$ cat src/rrts_pkg.sv
// ----------------------------------------------------------------------------
// rrts_pkg
// shared types and constants of the round-robin task scheduler
// ----------------------------------------------------------------------------
package rrts_pkg;

  localparam int TaskSlotsDefault = 8;

  // operation codes of a request word
  typedef enum logic [2:0] {
    OP_TICK  = 3'd0,
    OP_DELAY = 3'd1,
    OP_PICK  = 3'd2,
    OP_ADD   = 3'd3,
    OP_SAVE  = 3'd4
  } op_e;

  typedef struct packed {
    logic [2:0]  op;
    logic [31:0] delay_ticks;
    logic [31:0] stack_pointer;
  } req_word_t;

  typedef struct packed {
    logic [2:0]  running_slot;
    logic [31:0] running_stack_pointer;
    logic [7:0]  ready_mask;
    logic        accepted;
  } rsp_word_t;

endpackage

$ cat src/rrts_req_if.sv
// ----------------------------------------------------------------------------
// rrts_req_if
// request channel: one scheduler operation per word
// ----------------------------------------------------------------------------
interface rrts_req_if;
  logic                valid;
  logic                ready;
  rrts_pkg::req_word_t data;

  modport source (output valid, output data, input ready);
  modport sink   (input valid, input data, output ready);
endinterface

$ cat src/rrts_rsp_if.sv
// ----------------------------------------------------------------------------
// rrts_rsp_if
// response channel: one scheduler status word per request
// ----------------------------------------------------------------------------
interface rrts_rsp_if;
  logic                valid;
  logic                ready;
  rrts_pkg::rsp_word_t data;

  modport source (output valid, output data, input ready);
  modport sink   (input valid, input data, output ready);
endinterface

$ cat src/round_robin_task_scheduler_top.sv
// ----------------------------------------------------------------------------
// round_robin_task_scheduler_top
// sequence: add, delay, save and unknown ops pass through a stack read state to
// the staging state; tick reads one wake tick per slot from slot 1 up, each
// compared while the next is read, then a final compare; pick tests one slot per cycle
// flow: one word in flight, the next is taken the cycle after the response
// is staged; staging waits while the response output is stalled
// async reset clears tick count, table flags and fill count; running slot 1
// ----------------------------------------------------------------------------
module round_robin_task_scheduler_top #(
  parameter int TASK_SLOTS = rrts_pkg::TaskSlotsDefault
) (
  input  logic           clk_i,
  input  logic           rst_ni,
  rrts_req_if.sink       req_i,
  rrts_rsp_if.source     rsp_o
);
  import rrts_pkg::*;

  localparam int SLOT_W = (TASK_SLOTS > 1) ? $clog2(TASK_SLOTS) : 1;
  localparam int CNT_W  = $clog2(TASK_SLOTS + 1);
  localparam int EXT_W  = (TASK_SLOTS > 8) ? TASK_SLOTS : 8;

  typedef enum logic [2:0] {
    ST_IDLE,
    ST_TICK,
    ST_TICK_END,
    ST_PICK,
    ST_STK_RD,
    ST_DONE
  } state_e;

  // control state
  state_e                  state_q;
  logic [31:0]             tick_q;
  logic [SLOT_W-1:0]       running_q;
  logic [CNT_W-1:0]        tasks_q;
  logic [TASK_SLOTS-1:0]   blocked_q;
  logic [TASK_SLOTS-1:0]   valid_q;
  logic                    acc_q;

  // walk over the slot table, shared by tick and pick
  logic [SLOT_W-1:0]       walk_q;
  logic [CNT_W-1:0]        cnt_q;
  logic [SLOT_W-1:0]       cmp_idx_q;
  logic                    cmp_vld_q;

  // staged response word
  logic                    out_valid_q;
  rsp_word_t               out_q;

  // wake tick and stack pointer tables, one write and one read port each
  logic [31:0]             wake_mem [TASK_SLOTS];
  logic [31:0]             stk_mem  [TASK_SLOTS];
  logic [31:0]             wake_rd_q;
  logic [31:0]             stk_rd_q;

  logic                    wake_we;
  logic [SLOT_W-1:0]       wake_waddr;
  logic [31:0]             wake_wdata;
  logic                    stk_we;
  logic [SLOT_W-1:0]       stk_waddr;
  logic [31:0]             stk_wdata;

  logic                    req_fire;
  logic                    out_free;
  logic                    table_full;
  logic [SLOT_W-1:0]       add_slot;
  logic [SLOT_W-1:0]       next_slot;
  logic                    walk_hit;
  logic                    wake_match;
  logic [TASK_SLOTS-1:0]   ready_vec;
  logic [EXT_W-1:0]        ready_ext;

  assign req_i.ready = (state_q == ST_IDLE);
  assign req_fire    = req_i.valid && req_i.ready;
  assign out_free    = !out_valid_q || rsp_o.ready;

  assign rsp_o.valid = out_valid_q;
  assign rsp_o.data  = out_q;

  assign table_full  = (tasks_q >= CNT_W'(TASK_SLOTS));
  assign add_slot    = tasks_q[SLOT_W-1:0];

  // slot after the running one, cyclic
  assign next_slot   = (running_q == SLOT_W'(TASK_SLOTS - 1)) ? '0
                                                              : running_q + SLOT_W'(1);

  // pick: idle slot 0 is never chosen by the walk
  assign walk_hit    = (walk_q != '0) && valid_q[walk_q] && !blocked_q[walk_q];

  // tick: compare the wake tick read last cycle with the new count
  assign wake_match  = cmp_vld_q && blocked_q[cmp_idx_q] && (wake_rd_q == tick_q);

  assign ready_vec   = valid_q & ~blocked_q;
  assign ready_ext   = EXT_W'(ready_vec);

  // table writes happen only in the accept cycle
  always_comb begin
    wake_we    = 1'b0;
    wake_waddr = running_q;
    wake_wdata = tick_q + req_i.data.delay_ticks;
    stk_we     = 1'b0;
    stk_waddr  = running_q;
    stk_wdata  = req_i.data.stack_pointer;
    if (req_fire) begin
      case (req_i.data.op)
        OP_DELAY: begin
          wake_we = (running_q != '0);
        end
        OP_ADD: begin
          wake_we    = !table_full;
          wake_waddr = add_slot;
          wake_wdata = '0;
          stk_we     = !table_full;
          stk_waddr  = add_slot;
        end
        OP_SAVE: begin
          stk_we = 1'b1;
        end
        default: begin
          wake_we = 1'b0;
        end
      endcase
    end
  end

  always_ff @(posedge clk_i) begin
    if (wake_we) begin
      wake_mem[wake_waddr] <= wake_wdata;
    end
    wake_rd_q <= wake_mem[walk_q];
  end

  always_ff @(posedge clk_i) begin
    if (stk_we) begin
      stk_mem[stk_waddr] <= stk_wdata;
    end
    stk_rd_q <= stk_mem[running_q];
  end

  // sequencer: holds control state and the staged response
  always_ff @(posedge clk_i or negedge rst_ni) begin
    if (!rst_ni) begin
      state_q     <= ST_IDLE;
      tick_q      <= '0;
      running_q   <= SLOT_W'(1);
      tasks_q     <= '0;
      blocked_q   <= '0;
      valid_q     <= '0;
      acc_q       <= 1'b0;
      walk_q      <= '0;
      cnt_q       <= '0;
      cmp_idx_q   <= '0;
      cmp_vld_q   <= 1'b0;
      out_valid_q <= 1'b0;
      out_q       <= '0;
    end else begin
      // a staged word leaves; ST_DONE restages on its own
      if (out_valid_q && rsp_o.ready && state_q != ST_DONE) begin
        out_valid_q <= 1'b0;
      end

      unique case (state_q)
        ST_IDLE: begin
          cmp_vld_q <= 1'b0;
          if (req_fire) begin
            case (req_i.data.op)
              OP_TICK: begin
                acc_q   <= 1'b1;
                tick_q  <= tick_q + 32'd1;
                walk_q  <= SLOT_W'(1);
                state_q <= ST_TICK;
              end
              OP_DELAY: begin
                // delay from idle is refused
                acc_q   <= (running_q != '0);
                state_q <= ST_STK_RD;
                if (running_q != '0) begin
                  blocked_q[running_q] <= 1'b1;
                end
              end
              OP_PICK: begin
                acc_q   <= 1'b1;
                walk_q  <= next_slot;
                cnt_q   <= CNT_W'(1);
                state_q <= ST_PICK;
              end
              OP_ADD: begin
                acc_q   <= !table_full;
                state_q <= ST_STK_RD;
                if (!table_full) begin
                  valid_q[add_slot]   <= 1'b1;
                  blocked_q[add_slot] <= 1'b0;
                  tasks_q             <= tasks_q + CNT_W'(1);
                end
              end
              OP_SAVE: begin
                acc_q   <= 1'b1;
                state_q <= ST_STK_RD;
              end
              default: begin
                acc_q   <= 1'b0;
                state_q <= ST_STK_RD;
              end
            endcase
          end
        end

        // issue one wake tick read per cycle, compare the previous one
        ST_TICK: begin
          if (wake_match) begin
            blocked_q[cmp_idx_q] <= 1'b0;
          end
          cmp_idx_q <= walk_q;
          cmp_vld_q <= 1'b1;
          if (walk_q == SLOT_W'(TASK_SLOTS - 1)) begin
            state_q <= ST_TICK_END;
          end else begin
            walk_q <= walk_q + SLOT_W'(1);
          end
        end

        ST_TICK_END: begin
          if (wake_match) begin
            blocked_q[cmp_idx_q] <= 1'b0;
          end
          cmp_vld_q <= 1'b0;
          state_q   <= ST_STK_RD;
        end

        // test one slot per cycle, the running slot itself last
        ST_PICK: begin
          if (walk_hit) begin
            running_q <= walk_q;
            state_q   <= ST_STK_RD;
          end else if (cnt_q == CNT_W'(TASK_SLOTS)) begin
            running_q <= '0;
            state_q   <= ST_STK_RD;
          end else begin
            walk_q <= (walk_q == SLOT_W'(TASK_SLOTS - 1)) ? '0 : walk_q + SLOT_W'(1);
            cnt_q  <= cnt_q + CNT_W'(1);
          end
        end

        // stack table read of the running slot lands in stk_rd_q
        ST_STK_RD: begin
          state_q <= ST_DONE;
        end

        ST_DONE: begin
          if (out_free) begin
            out_valid_q                 <= 1'b1;
            out_q.running_slot          <= 3'(running_q);
            out_q.running_stack_pointer <= stk_rd_q;
            out_q.ready_mask            <= ready_ext[7:0];
            out_q.accepted              <= acc_q;
            state_q                     <= ST_IDLE;
          end
        end

        default: begin
          state_q <= ST_IDLE;
        end
      endcase
    end
  end

endmodule
$ cat src/flat_wrapper.sv
// flat-port wrapper written by rule: the top's interface ports become plain ports
module round_robin_task_scheduler_top_flat import rrts_pkg::*;
#(
  parameter int TASK_SLOTS = rrts_pkg::TaskSlotsDefault
)
  (clk_i, rst_ni, req_i_valid, req_i_data, req_i_ready, rsp_o_valid, rsp_o_data, rsp_o_ready);
  rrts_req_if req_i_i ();
  rrts_rsp_if rsp_o_i ();
  input  logic clk_i;
  input  logic rst_ni;
  input wire logic [$bits(req_i_i.valid)-1:0] req_i_valid;
  input wire logic [$bits(req_i_i.data)-1:0] req_i_data;
  output wire logic [$bits(req_i_i.ready)-1:0] req_i_ready;
  output wire logic [$bits(rsp_o_i.valid)-1:0] rsp_o_valid;
  output wire logic [$bits(rsp_o_i.data)-1:0] rsp_o_data;
  input wire logic [$bits(rsp_o_i.ready)-1:0] rsp_o_ready;
  assign req_i_i.valid = req_i_valid;
  assign req_i_i.data = req_i_data;
  assign req_i_ready = req_i_i.ready;
  assign rsp_o_valid = rsp_o_i.valid;
  assign rsp_o_data = rsp_o_i.data;
  assign rsp_o_i.ready = rsp_o_ready;
  round_robin_task_scheduler_top #(.TASK_SLOTS(TASK_SLOTS)) u_core (.clk_i(clk_i), .rst_ni(rst_ni), .req_i(req_i_i), .rsp_o(rsp_o_i));
endmodule
$ cat config.mk
export PLATFORM = sky130hd
export DESIGN_NAME = round_robin_task_scheduler_top_flat
export DESIGN_NICKNAME = d
export VERILOG_FILES = /design/src/rrts_pkg.sv /design/src/rrts_req_if.sv /design/src/rrts_rsp_if.sv /design/src/round_robin_task_scheduler_top.sv /design/src/flat_wrapper.sv
export SDC_FILE = /design/constraint.sdc
export NUM_CORES = 1
export LEC_CHECK = 0
export ABC_AREA = 1
export BUFFER_PORTS_ARGS = -buffer_cell sky130_fd_sc_hd__buf_2
export CAP_MARGIN = 5
export CORE_MARGIN = 2
export CORE_UTILIZATION = 55
export CTS_BUF_LIST = sky130_fd_sc_hd__clkbuf_8 sky130_fd_sc_hd__clkbuf_16
export CTS_CLUSTER_SIZE = 12
export DETAILED_ROUTE_END_ITERATION = 10
export PLACE_DENSITY_LB_ADDON = 0.25
export SYNTH_ARGS = -nofsm -noshare
export SYNTH_HDL_FRONTEND = slang
export SYNTH_SLANG_ARGS = --single-unit
$ cat constraint.sdc
create_clock -name clk_i -period 6.8 [get_ports clk_i]
set_input_delay 0.68 -clock clk_i [delete_from_list [all_inputs] [get_ports clk_i]]
set_output_delay 0.68 -clock clk_i [all_outputs]
set_load 0.1 [all_outputs]
# After elaboration in Yosys (flattened, before gate mapping)
# Memory sizes are Yosys's and may differ from the RTL's. A register that Yosys moved wholly into a read port is not among the register bits.
# Index checks and enable logic that the tools add are counted.
classes:
  eq_ne: 27
  addsub: 6
  n_reduce_logical: 35
  bitwise_logic: 9
  muxes: 57
  n_lt_le_gt_ge: 8
op_table:
  columns: ["op", "count"]
  rows:
  - ["$mux W32", 2]
  - ["$mux W3", 15]
  - ["$add A32 B1 Y32 const B", 1]
  - ["$add A32 B32 Y32", 1]
  - ["$eq A32 B32 Y1", 1]
  - ["$mux W8", 4]
  - ["$pmux W8 S2", 2]
  - ["$and A8 B8 Y8", 3]
  - ["$not A8 Y8", 3]
  - ["$pmux W3 S6", 1]
  - ["$lt A3 B4 Y1 const B", 4]
  - ["$mux W4", 4]
  - ["$or A8 B8 Y8", 2]
  - ["$eq A3 B3 Y1 const B", 5]
  - ["$mux W1", 15]
  - ["$ne A3 B3 Y1 const B", 5]
  - ["$eq A3 B2 Y1 const B", 4]
  - ["$pmux W3 S2", 2]
  - ["$reduce_and A6 Y1", 2]
  - ["$logic_and A1 B1 Y1", 10]
  - ["$ne A2 B2 Y1 const B", 5]
  - ["$bmux W1 S3", 3]
  - ["$demux W1 S3", 3]
  - ["$ge A3 B1 Y1 const B", 3]
  - ["23 further kinds", 42]
word_totals:
  register_bits: 115
  in_bits: 71
  memories: 2
  ramBits: 512
  word_cells: 160
memory_table:
  columns: ["memory", "depth", "word_bits", "read_ports", "rd_clocked_by_memory_dff", "wr", "line_no", "rtl"]
  rows:
  - ["u_core.stk_mem", 8, 32, 1, 1, 1, "round_robin_task_scheduler_top.sv:54", "logic [31:0] stk_mem [TASK_SLOTS];"]
  - ["u_core.wake_mem", 8, 32, 1, 1, 1, "round_robin_task_scheduler_top.sv:53", "logic [31:0] wake_mem [TASK_SLOTS];"]

# Depth between registers and ports, before layout
# Gate-level depths: netlist of the first run.
logic_depth:
  depth_word: 10
  ltp_mapped: 14
  ltp_nobuf: 14

# Worst setup path after synthesis of the first run
# Ideal clock, no wire load.
synth_path:
  path_type: "reg2reg"
  from: "register u_core.state_q[1]"
  to: "memory u_core.stk_mem[2][0] (enable)"
  n_path_buf: 0
  required_ns: 6.379
  period_less_slack_ns: 3.520
  stages_incl_launch_ff: 14
  setup_slack_ns: 3.280
  arrival_time_ns: 3.099
  setup_time_ns: 0.421
  cell_sequence: "dfrtp_1 > inv_2 > nand2_4 > nor2_8 > nand2_4 > inv_2 > nand2_4 > inv_4 > nand2_1 > o21ai_2 > inv_2 > nor2_1 > nand2_1 > nor2_1"
synth_between:
  elab_chain_len: 5
  elab_cells_between_ends: 6
  classes_between: "mux (4); reduce/logical (2)"
synth_rtl:
  columns: ["item", "line_no", "rtl"]
  rows:
  - ["from (decl)", "round_robin_task_scheduler_top.sv:34", "state_e state_q;"]
  - ["from (signal assigned)", "round_robin_task_scheduler_top.sv:145", "state_q <= ST_IDLE;"]
  - ["from (signal assigned)", "round_robin_task_scheduler_top.sv:173", "state_q <= ST_TICK;"]
  - ["from (signal assigned)", "round_robin_task_scheduler_top.sv:178", "state_q <= ST_STK_RD;"]
  - ["$logic_not A3 Y1 *", "round_robin_task_scheduler_top.sv:75", "assign req_i.ready = (state_q == ST_IDLE);"]
  - ["net req_i_ready", "flat_wrapper.sv:13", "output wire logic [$bits(req_i_i.ready)-1:0] req_i_ready;"]
  - ["$logic_and A1 B1 Y1 *", "round_robin_task_scheduler_top.sv:76", "assign req_fire = req_i.valid && req_i.ready;"]
  - ["$mux W1", "round_robin_task_scheduler_top.sv:106", "if (req_fire) begin"]
  - ["$mux W1", "round_robin_task_scheduler_top.sv:136", "if (stk_we) begin"]
  - ["$mux W1 (implied by the code)", "round_robin_task_scheduler_top.sv:137", "stk_mem[stk_waddr] <= stk_wdata;"]
  - ["to (decl)", "round_robin_task_scheduler_top.sv:54", null]
# The timed path passes the listed nets; every way through them passes the cells marked *.

# Final worst setup path of the first run
layout_path:
  from: "register u_core.state_q[1]"
  to: "memory u_core.stk_mem[2][18] (enable)"
layout_between:
  elab_chain_len: 5
  elab_cells_between_ends: 6
  classes_between: "mux (4); reduce/logical (2)"
layout_rtl:
  columns: ["item", "line_no"]
  rows:
  - ["$logic_not A3 Y1 *", "round_robin_task_scheduler_top.sv:75"]
  - ["$logic_and A1 B1 Y1 *", "round_robin_task_scheduler_top.sv:76"]
  - ["$mux W1", "round_robin_task_scheduler_top.sv:106"]
  - ["$mux W1", "round_robin_task_scheduler_top.sv:136"]
  - ["$mux W1 (implied by the code)", "round_robin_task_scheduler_top.sv:137"]
# Mark *: on every way between the ends. The rest lies on a longest branch, timed or not.

==> results.toml, run 1 <==
[drt]
drt_first_iter_violations = 2178
routed-via-count = 20200
detailed_route_vias_per_instance = 5.84
postRouteWirelength_mm = 74.0
route.antenna.remaining_nets = 0
routedWlPerCell_microns = 21.4
remaining_drc_errors = 0
count_of_tritonroute_iterations_in_the_first_routing_pass = 6

[floorplanning]
floorplan.core_area_sq_mm = 0.0515
pin_count = 117
die_extent_in_y_microns = 233
die_w_microns = 233
design.die.area_sq_mm = 0.0542
rows = 83
initial_core_util = 0.559

[sta]
worst_slew_margin_rel = 0.158
min_period_over_period = 0.497
final-max-slew-violation-count = 0
timing.fmax_ghz = 0.296
finalWorstPathRequiredPeriod_ns = 3.38
final_setup_violation_count = 0
skew_ns = 0.0293
worst_pin_slew_ns = 1.26
tns_ns = 0
report.final.hold_viol_count = 0
rsz_0062_raised_after_global_routing = "no"
slack_of_the_critical_path_ns = 3.42
timing.hold.ws_ns = 0.125

[worst_setup_path]
regToRegSetupSlack_ns = 3.42
start_of_the_worst_register_to_register_path = "u_core.state_q[1]"
critical_setup_path_kind = "reg2reg"
r2r_cells = 13
timing.rr.end = "u_core.stk_mem[2][18]"
element_type_at_the_critical_path_start = "register"
worst_ep_required_time_ns = 7.02
critPathArrivalTime_ns = 3.60
crit_fanout = 32
timing.critical_path.to_type = "register"

[yosys]
yosys_warnings = 0
synthXorXnorAreaFrac = 0.0125
syn-mean-instance-area_sq_um = 11.0
count_of_mapped_cells_out_of_synthesis = 2609
synth.mux.area_fraction = 0
synth_most_common_cell = "nand2_1"
synthDominantAreaCellType = "edfxtp_1"
fraction_of_post_synthesis_cell_area_in_the_top_cell_type_by_area = 0.534
fraction_of_the_mapped_netlist_area_in_compound_gates = 0.102
synth_area_leaders = "edfxtp_1 (53%), dfrtp_1 (9.9%), nand2_1 (6.9%)"
largest_family_of_logic_cells_by_synthesized_area = "simple AND/OR/NAND/NOR gates"
ys_top_cells_by_count = "nand2_1 (528), edfxtp_1 (512), nor2_1 (368), o21ai_0 (229), inv_1 (168)"
synthArstFlopShare = 0.166
adder_cell_share_of_the_synthesized_area = 0.0185
synth-edff-count = 512
synth-simple-area-share = 0.152
synth.net_count = 2722
synth.ff_latch_count = 691
synth_cell_type_count = 54
total_standard_cell_area_after_synthesis_sq_mm = 0.0288
ys_dominant_reg_cell = "edfxtp_1"
yosysSeqAreaShare = 0.679

[power]
finalPower_w = 0.0137
power.density_cell_area_mw_per_mm2 = 421
ir_drop_mv = 0.343
static-leakage-power_nw = 12.7

[clocking]
count_of_buffers_added_by_post_cts_timing_repair_for_setup = 0
cts_num_sinks = 691
post_cts.resized_instances = 0
worst_skew_pair_later_pin_latency_ns = 0.62
path_clk_slew_ns = 0.06
htree_num_levels = 3
clk_root_buffer_cell = "clkbuf_16"
ctsLongestPathBuffers = 3
clock_tree_from_tritoncts = "yes"
holdBufCountCts = 0
number_of_clock_buffers_inserted_by_tritoncts = 73

[global_routing]
grt_antenna_before_repair = 5
global_route.usage.total = 0.275
first_global_vias = 19500
grt_max_degree = 85
grt.overflow.total = 0
grt_first_pass_wirelength_mm = 112

[run]
drv_cap = 0

[run_status]
outcome = "completed"

[placement]
pre_cts_ws_ns = 3.02
placed_cells_incl_taps = 3327
port_buffers = 116
detailed_place_hpwl_mm = 47.2
gp_routability_congestion = 0.975

[finish]
drive_above_1_share = 0.102
areaGrowthSynthToFinish_pct = 12.9
count_of_nets_after_finishing = 2835
layout.cells.non_filler = 3464

[min_path]
worst_hold_path_type = "in2async"
state kept, by name, indices dropped and copies added (netlist names):
name	flops
u_core.cmp_vld_q	1
u_core.blocked_q	8
u_core.running_q	3
u_core.tick_q	32
u_core.stk_rd_q	32
u_core.acc_q	1
u_core.rsp_o.valid	1
u_core.rsp_o.data	44
u_core.valid_q	8
u_core.tasks_q	4
u_core.wake_rd_q	32
u_core.cnt_q	4
u_core.cmp_idx_q	3
u_core.wake_mem	256
u_core.stk_mem	256
u_core.walk_q	3
u_core.state_q	3
worst max-delay path: stages (launching register included):
cell and delay, ns:
dfrtp_1 0.45, inv_2 0.13, nand2_4 0.08, nor2_8 0.13, nand2_4 0.10, inv_2 0.13
nand2_4 0.24, inv_4 0.21, nand2_1 0.09, o21ai_2 0.12, inv_2 0.05, nor2_1 0.13
nand2_1 0.17, nor2_4 0.92
cell families after synthesis:
family / Yosys count
fa+ha+maj: 42
simple gates: 1068
buf+inv: 271
xor+xnor: 41
compound gates: 496
flops: 691
layout make-up:
cell class	count	area [sq um]
fill	4001	19000
antenna	1	2.50
tap	680	851
timing repair buffer	132	703
clock buffer	83	1990
sequential	691	19500
clock inverter	53	403
inverter	177	668
multi-input combinational	1647	8340
per-layer routing:
layer / track usage / part of all wire / vias up / wire length [microns]
li1: - / - / 9366 / -
met1: 0.405 / 0.44 / 9832 / 32300
met2: 0.422 / 0.45 / 873 / 33500
met3: 0.0491 / 0.085 / 136 / 6320
met4: 0.0788 / 0.024 / 6 / 1810
met5: 0 / 0.00038 / - / 28
how the worst max path moves through the flow:
stage                       from  slack [ns]               endpoint
4_1_cts        u_core.state_q[1]        3.44  u_core.stk_mem[2][20]
2_1_floorplan  u_core.state_q[1]        3.28   u_core.stk_mem[2][0]
3_5_place_dp      req_i_data[66]        3.02  u_core.stk_mem[2][29]
5_1_grt        u_core.state_q[1]        3.20  u_core.stk_mem[2][18]
3_3_place_gp      req_i_data[66]        3.11  u_core.wake_mem[4][4]
6_report       u_core.state_q[1]        3.42  u_core.stk_mem[2][18]
report_power, final:
part | internal, W | switching [W]
Clock | 0.00219 | 0.00166
Combinational | 0.000994 | 0.00315
Sequential | 0.00520 | 0.000489
Total | 0.00839 | 0.00530
layout by cell type, fill, tap and decap left out, types with 47 or more instances in the layout:
master / instances
a22oi_1: 47
dfxtp_1: 64
nor2_1: 352
dfrtp_1: 112
inv_1: 205
nand3_1: 80
clkbuf_16: 75
edfxtp_1: 512
a21oi_1: 72
nand2_1: 527
o21ai_0: 229
buf_2: 115
metrics by stage:
| step | area, sq um | utilization |
|---|---|---|
| floorplan | 28800 | - |
| global placement | 30100 | 0.584 |
| detailed placement | 30100 | 0.584 |
| CTS | 32500 | 0.631 |
| global route | 32500 | 0.631 |
| finish | 32500 | 0.631 |
No activity file was read; power rests on OpenSTA's default activity.
==> run 2, diff against run 1 <==
==> constraint.sdc (replaced) <==
create_clock -name clk_i -period 2.9 [get_ports clk_i]
set_input_delay 0.29 -clock clk_i [delete_from_list [all_inputs] [get_ports clk_i]]
set_output_delay 0.29 -clock clk_i [all_outputs]
set_load 0.1 [all_outputs]
==> run 2 against run 1 <==
  * Via count increased by 2.0%
  * Core utilization up 1.5 points
  * Non-clock buffer count is 94 higher
  * Largest power group unchanged
==> results.toml, run 2 (same netlist as run 1, synthesis figures left out) <==
[global_routing]
use_met3 = 0.0441
grt_first_pass_wirelength_mm = 115
global_route.usage.total = 0.282
grt_antenna_before_repair = 1
grt.overflow.total = 0
grt.met1_usage = 0.414
first_global_vias = 20100
grt_most_used_layer = "met2"
met2_track_demand_over_resource = 0.436
grt_max_degree = 74

[floorplanning]
die_w_microns = 233
initial_core_util = 0.559
die_extent_in_y_microns = 233
pin_count = 117
floorplan.core_area_sq_mm = 0.0515
design.die.area_sq_mm = 0.0542
rows = 83

[min_path]
holdCritStartpoint = "req_i_valid"
worst_hold_path_type = "in2reg"

[drt]
drt_first_iter_violations = 2263
routedWlPerCell_microns = 21.3
route.antenna.remaining_nets = 0
detailed_route_vias_per_instance = 5.80
count_of_tritonroute_iterations_in_the_first_routing_pass = 6
postRouteWirelength_mm = 75.5
routed-via-count = 20600
remaining_drc_errors = 0

[worst_setup_path]
critical-path-top-delay-family = "buffers and inverters"
critical_path.cell_chain = "inv_2, nand2_4, nor2_8, nand2_4, inv_2, nand2_4, inv_4, nand2_1, o21ai_2, inv_2, nor2_1, nand2_1, nor2_4, buf_4"
crit_fanout = 32
startpoint = "u_core.state_q[1]"
critical_setup_path_kind = "reg2reg"
cpPeakStageDelay_ns = 0.45
worst-path-buf-inv = 5
element_type_at_the_critical_path_start = "register"
critPathArrivalTime_ns = 2.94
timing.critical_path.to_type = "register"
start_of_the_worst_register_to_register_path = "u_core.state_q[1]"
worst_ep_required_time_ns = 3.14
timing.critical_path.slowest_stage_cell = "dfrtp_1"

[power]
power.density_cell_area_mw_per_mm2 = 961
static-leakage-power_nw = 13.1
ir_drop_mv = 1.12
finalPower_w = 0.0320

[finish]
layout.cells.non_filler = 3551
count_of_nets_after_finishing = 2927
drive_above_1_share = 0.119
multi_input_area_sq_mm = 0.00835
layout.area.seq_sq_mm = 0.0195
layout.cells.most_common_list = "nand2_1 (527), edfxtp_1 (512), nor2_1 (350), o21ai_0 (229), inv_1 (205)"
mostFrequentLayoutCell = "nand2_1"
layout.filler_cells = 3830
areaGrowthSynthToFinish_pct = 15.6

[clocking]
number_of_clock_buffers_inserted_by_tritoncts = 71
clk_root_buffer_cell = "clkbuf_16"
htree_num_levels = 3
cts_num_sinks = 691
clock_tree_from_tritoncts = "yes"
count_of_buffers_added_by_post_cts_timing_repair_for_setup = 0
path_clk_slew_ns = 0.06
worst_skew_pair_later_pin_latency_ns = 0.61
ctsLongestPathBuffers = 3

[sta]
finalWorstPathRequiredPeriod_ns = 2.70
min_period_over_period = 0.930
worst_slew_margin_rel = 0.538
worst_pin_slew_ns = 0.693
rsz_0062_raised_after_global_routing = "no"
skew_ns = 0.0236
tns_ns = 0
report.final.hold_viol_count = 0
slack_of_the_critical_path_ns = 0.202
final-max-slew-violation-count = 0
final_setup_violation_count = 0
timing.fmax_ghz = 0.371

[placement]
port_buffers = 116
pre_cts_ws_ns = 0.189
detailed_place_hpwl_mm = 47.9
placed_cells_incl_taps = 3387
gp_routability_congestion = 0.999

[run]
drv_cap = 0

[run_status]
outcome = "completed"
run 2: worst reg2reg max path, delay by kind of cell (launching register included):
kind	cells	cell delay, ns
AND/OR/NAND/NOR	8	0.88
flip-flops	1	0.45
AO/OA/AOI/OAI	1	0.11
buffers and inverters	5	0.88
run 2: final timing paths:
| path | endpoint | slack, ns | cells past startpoint |
|---|---|---|---|
| setup reg to reg | u_core.stk_mem[4][18] | 0.20 | 14 |
| hold / removal | u_core.state_q[0] | 0.02 | 3 |
| hold reg to reg | u_core.rsp_o.data[39] | 0.42 | 2 |
| setup / recovery | u_core.stk_mem[4][18] | 0.20 | 14 |
| max in group asynchronous | u_core.rsp_o.data[31] | 1.85 | 3 |
| min in group asynchronous | u_core.tick_q[15] | 0.25 | 2 |
run 2: repair_timing:
item                                    CTS  global route
endpoints found under the setup margin    0            95
hold buffers                             34             0
endpoints found under the hold margin   303             0
resized for setup                         0             6
run 2: through the flow:
step            util  cell area, sq um  hold slack, ns
6_report       0.646             33300          0.0238
4_1_cts        0.645             33200         0.00319
2_1_floorplan      -             28800        -0.00559
3_3_place_gp   0.596             30700           0.352
5_1_grt        0.646             33300          0.0225
3_5_place_dp   0.596             30700           0.355
run 2: report_power, final:
group	leakage (nW)	total (W)	internal [W]	switching [W]
registers	6.55	0.0132	0.0122	0.000964
clock network	1.22	0.00849	0.00477	0.00373
logic	5.33	0.0103	0.00266	0.00766
run 2: cell type report:
class,instances,area share
clock inverter,52,0.0102
clock buffer,77,0.0562
timing repair buffer,226,0.0491
antenna,1,0.0000753
tap,680,0.0256
multi-input combinational,1647,0.251
inverter,177,0.0201
sequential,691,0.588
run 2: routing by layer:
layer	wire length [microns]	part of all wire	vias up
li1	-	-	9525
met1	32900	0.44	10100
met2	34800	0.46	906
met3	5910	0.078	130
met4	1900	0.025	0
met5	0	0	-
==> run 3, diff against run 2 <==
--- a/config.mk
+++ b/config.mk
@@ -7,13 +7,15 @@
 export LEC_CHECK = 0
 export ABC_AREA = 1
 export BUFFER_PORTS_ARGS = -buffer_cell sky130_fd_sc_hd__buf_2
-export CAP_MARGIN = 5
+export CELL_PAD_IN_SITES_DETAIL_PLACEMENT = 0
+export CELL_PAD_IN_SITES_GLOBAL_PLACEMENT = 2
 export CORE_MARGIN = 2
-export CORE_UTILIZATION = 55
+export CORE_UTILIZATION = 38
 export CTS_BUF_LIST = sky130_fd_sc_hd__clkbuf_8 sky130_fd_sc_hd__clkbuf_16
 export CTS_CLUSTER_SIZE = 12
 export DETAILED_ROUTE_END_ITERATION = 10
 export PLACE_DENSITY_LB_ADDON = 0.25
+export REMOVE_ABC_BUFFERS = 1
 export SYNTH_ARGS = -nofsm -noshare
 export SYNTH_HDL_FRONTEND = slang
 export SYNTH_SLANG_ARGS = --single-unit
==> run 3 against run 2 <==
  * Power is 2.7% higher
  * Sequential share of layout area is 1.7 points lower
  * Final cell count grew 9.3%
  * Sequential power hardly changed
  * Fmax fell by 1.9%
  * Core utilization shrank 19 points
  * Worst setup slack got worse by 0.052 ns
  * Critical path type unchanged
  * Combinational power is essentially flat
  * Sequential cell count stayed put
  * Largest power group unchanged
  * Die area is 44% higher
  * Hold slack improved by 0.0069 ns
  * Count of clock-buffer cells in the layout increased by 4
  * Largest cell class unchanged
==> results.toml, run 3 (same netlist as run 1, synthesis figures left out) <==
[sta]
rsz_0062_raised_after_global_routing = "no"
final-max-slew-violation-count = 0
final_setup_violation_count = 0
tns_ns = 0
timing.hold.ws_ns = 0.0307
report.final.hold_viol_count = 0
min_period_over_period = 0.948
worst_pin_slew_ns = 0.770
finalWorstPathRequiredPeriod_ns = 2.75
timing.fmax_ghz = 0.364
worst_slew_margin_rel = 0.487
skew_ns = 0.0304

[placement]
detailed_place_hpwl_mm = 53.1
gp_routability_congestion = 0.883
port_buffers = 116
placed_cells_incl_taps = 3706

[min_path]
holdCritStartpoint = "req_i_valid"
worst_hold_path_type = "in2reg"
min_delay_worst_endpoint = "u_core.state_q[0]"
min_delay_path_depth = 3

[global_routing]
first_global_vias = 19900
global_route.usage.total = 0.207
grt.overflow.total = 0
grt_antenna_before_repair = 1
grt_max_degree = 136
grt_first_pass_wirelength_mm = 123

[worst_setup_path]
worst_ep_required_time_ns = 3.23
worst-path-stages = 12
critPathArrivalTime_ns = 3.08
crit_fanout = 16
critical_path.cell_chain = "inv_1, nand2_4, nor2_8, nand2_4, inv_2, nand2_4, nor2_1, a21oi_1, inv_1, nand3_1, nor2_4, buf_4"
cpPeakStageDelay_ns = 0.72
timing.critical_path.to_type = "register"
timing.critical_path.mode_cell = "nand2_4"
timing.critical_path.slowest_stage_cell = "nor2_4"
start_of_the_worst_register_to_register_path = "u_core.state_q[0]"
worst-path-buf-inv = 4
critical_setup_path_kind = "reg2reg"
critical-path-top-delay-family = "simple AND/OR/NAND/NOR gates"
timing.rr.end = "u_core.wake_mem[1][6]"
r2r_cells = 12
regToRegSetupSlack_ns = 0.15
element_type_at_the_critical_path_start = "register"

[clocking]
worst_skew_pair_later_pin_latency_ns = 0.65
clk_root_buffer_cell = "clkbuf_16"
count_of_buffers_added_by_post_cts_timing_repair_for_setup = 0
htree_num_levels = 3
cts_num_sinks = 691
clock_tree_from_tritoncts = "yes"
path_clk_slew_ns = 0.06
number_of_clock_buffers_inserted_by_tritoncts = 76
ctsLongestPathBuffers = 3

[floorplanning]
die_w_microns = 279
initial_core_util = 0.385
floorplan.core_area_sq_mm = 0.0747
design.die.area_sq_mm = 0.0779
die_extent_in_y_microns = 279
pin_count = 117
rows = 100

[drt]
postRouteWirelength_mm = 80.9
remaining_drc_errors = 0
count_of_tritonroute_iterations_in_the_first_routing_pass = 5
routed-via-count = 20000
drt_first_iter_violations = 1415
routedWlPerCell_microns = 20.8
route.antenna.remaining_nets = 0
detailed_route_vias_per_instance = 5.14

[power]
static-leakage-power_nw = 13.4
ir_drop_mv = 0.868
power.density_cell_area_mw_per_mm2 = 959

[finish]
final_core_utilization = 0.459
layout.filler_cells = 6874
count_of_nets_after_finishing = 2963
areaGrowthSynthToFinish_pct = 19.0
layout.cells.most_common_list = "nand2_1 (527), edfxtp_1 (512), nor2_1 (349), o21ai_0 (229), inv_1 (196)"
layout.cells.non_filler = 3881
drive_above_1_share = 0.134
count_of_antenna_diodes_in_the_layout = 0
mostFrequentLayoutCell = "nand2_1"

[run]
drv_cap = 0

[run_status]
outcome = "completed"
[run 3: cell count changes in the layout (fill, tap and decap cells not counted), sizes merged]
cell and change:
clkbuf +4, clkinvlp +4, clkinv +9, buf +30
diode -1, inv -8, nor2 +1, bufinv +2
[run 3: power by group]
part / leakage (nW) / total, W / switching [W] / internal (W)
Clock: 1.29 / 0.00930 / 0.00405 / 0.00525
Combinational: 5.52 / 0.0105 / 0.00767 / 0.00280
Sequential: 6.55 / 0.0131 / 0.000872 / 0.0122
Total: 13.4 / 0.0328 / 0.0126 / 0.0202
[run 3: area by class of cell]
| type | instances | area [sq um] | share of cell area |
|---|---|---|---|
| clock buffers | 81 | 1970 | 0.0575 |
| clock inverters | 59 | 493 | 0.0144 |
| flip-flops and latches | 691 | 19500 | 0.571 |
| repair buffers | 256 | 2000 | 0.0583 |
| well taps | 969 | 1210 | 0.0354 |
| multi-input cells | 1648 | 8370 | 0.244 |
| inverters | 177 | 668 | 0.0195 |
[run 3: worst reg2reg max path: cells and delay by family (launching register included)]
kind	cells	cell delay (ns)
and+or+nand+nor	7	1.46
buffers and inverters	4	0.55
DFF	1	0.37
AOI/OAI and AO/OA	1	0.07
[run 3: timing repair]
| action | in CTS | in global routing |
|---|---|---|
| endpoints found under the hold margin | 317 | 0 |
| hold buffers | 34 | 0 |
| resized for setup | 0 | 5 |
| setup endpoints to repair | 0 | 34 |
[run 3: layer usage]
metal  share of wire  vias up  GRT usage
met4           0.019        0     0.0502
li1                -     9620          -
met3           0.037       95     0.0279
met1            0.45     9834      0.280
met5               0        -          0
met2            0.49      409      0.353
[run 3: per-stage QoR]
stage	instance area, sq um	power (W)	setup slack (ns)
4_1_cts	34200	0.0332	0.0313
6_report	34300	0.0328	0.151
5_1_grt	34300	0.0346	0.00759
3_5_place_dp	31400	0.0238	0.0572
2_1_floorplan	28400	0.0198	-1.89
3_3_place_gp	31400	0.0237	0.0372
[run 3: how the worst max path moves through the flow]
stage / startpoint / end / slack, ns
global route: u_core.tick_q[0] / u_core.wake_mem[2][22] / 0.008
detailed placement: u_core.state_q[0] / u_core.wake_mem[1][10] / 0.06
finish: u_core.state_q[0] / u_core.wake_mem[1][6] / 0.15
CTS: u_core.state_q[0] / u_core.wake_mem[1][6] / 0.03
global placement: u_core.state_q[0] / u_core.wake_mem[1][10] / 0.04
floorplan: u_core.walk_q[0] / u_core.walk_q[0] / -1.89
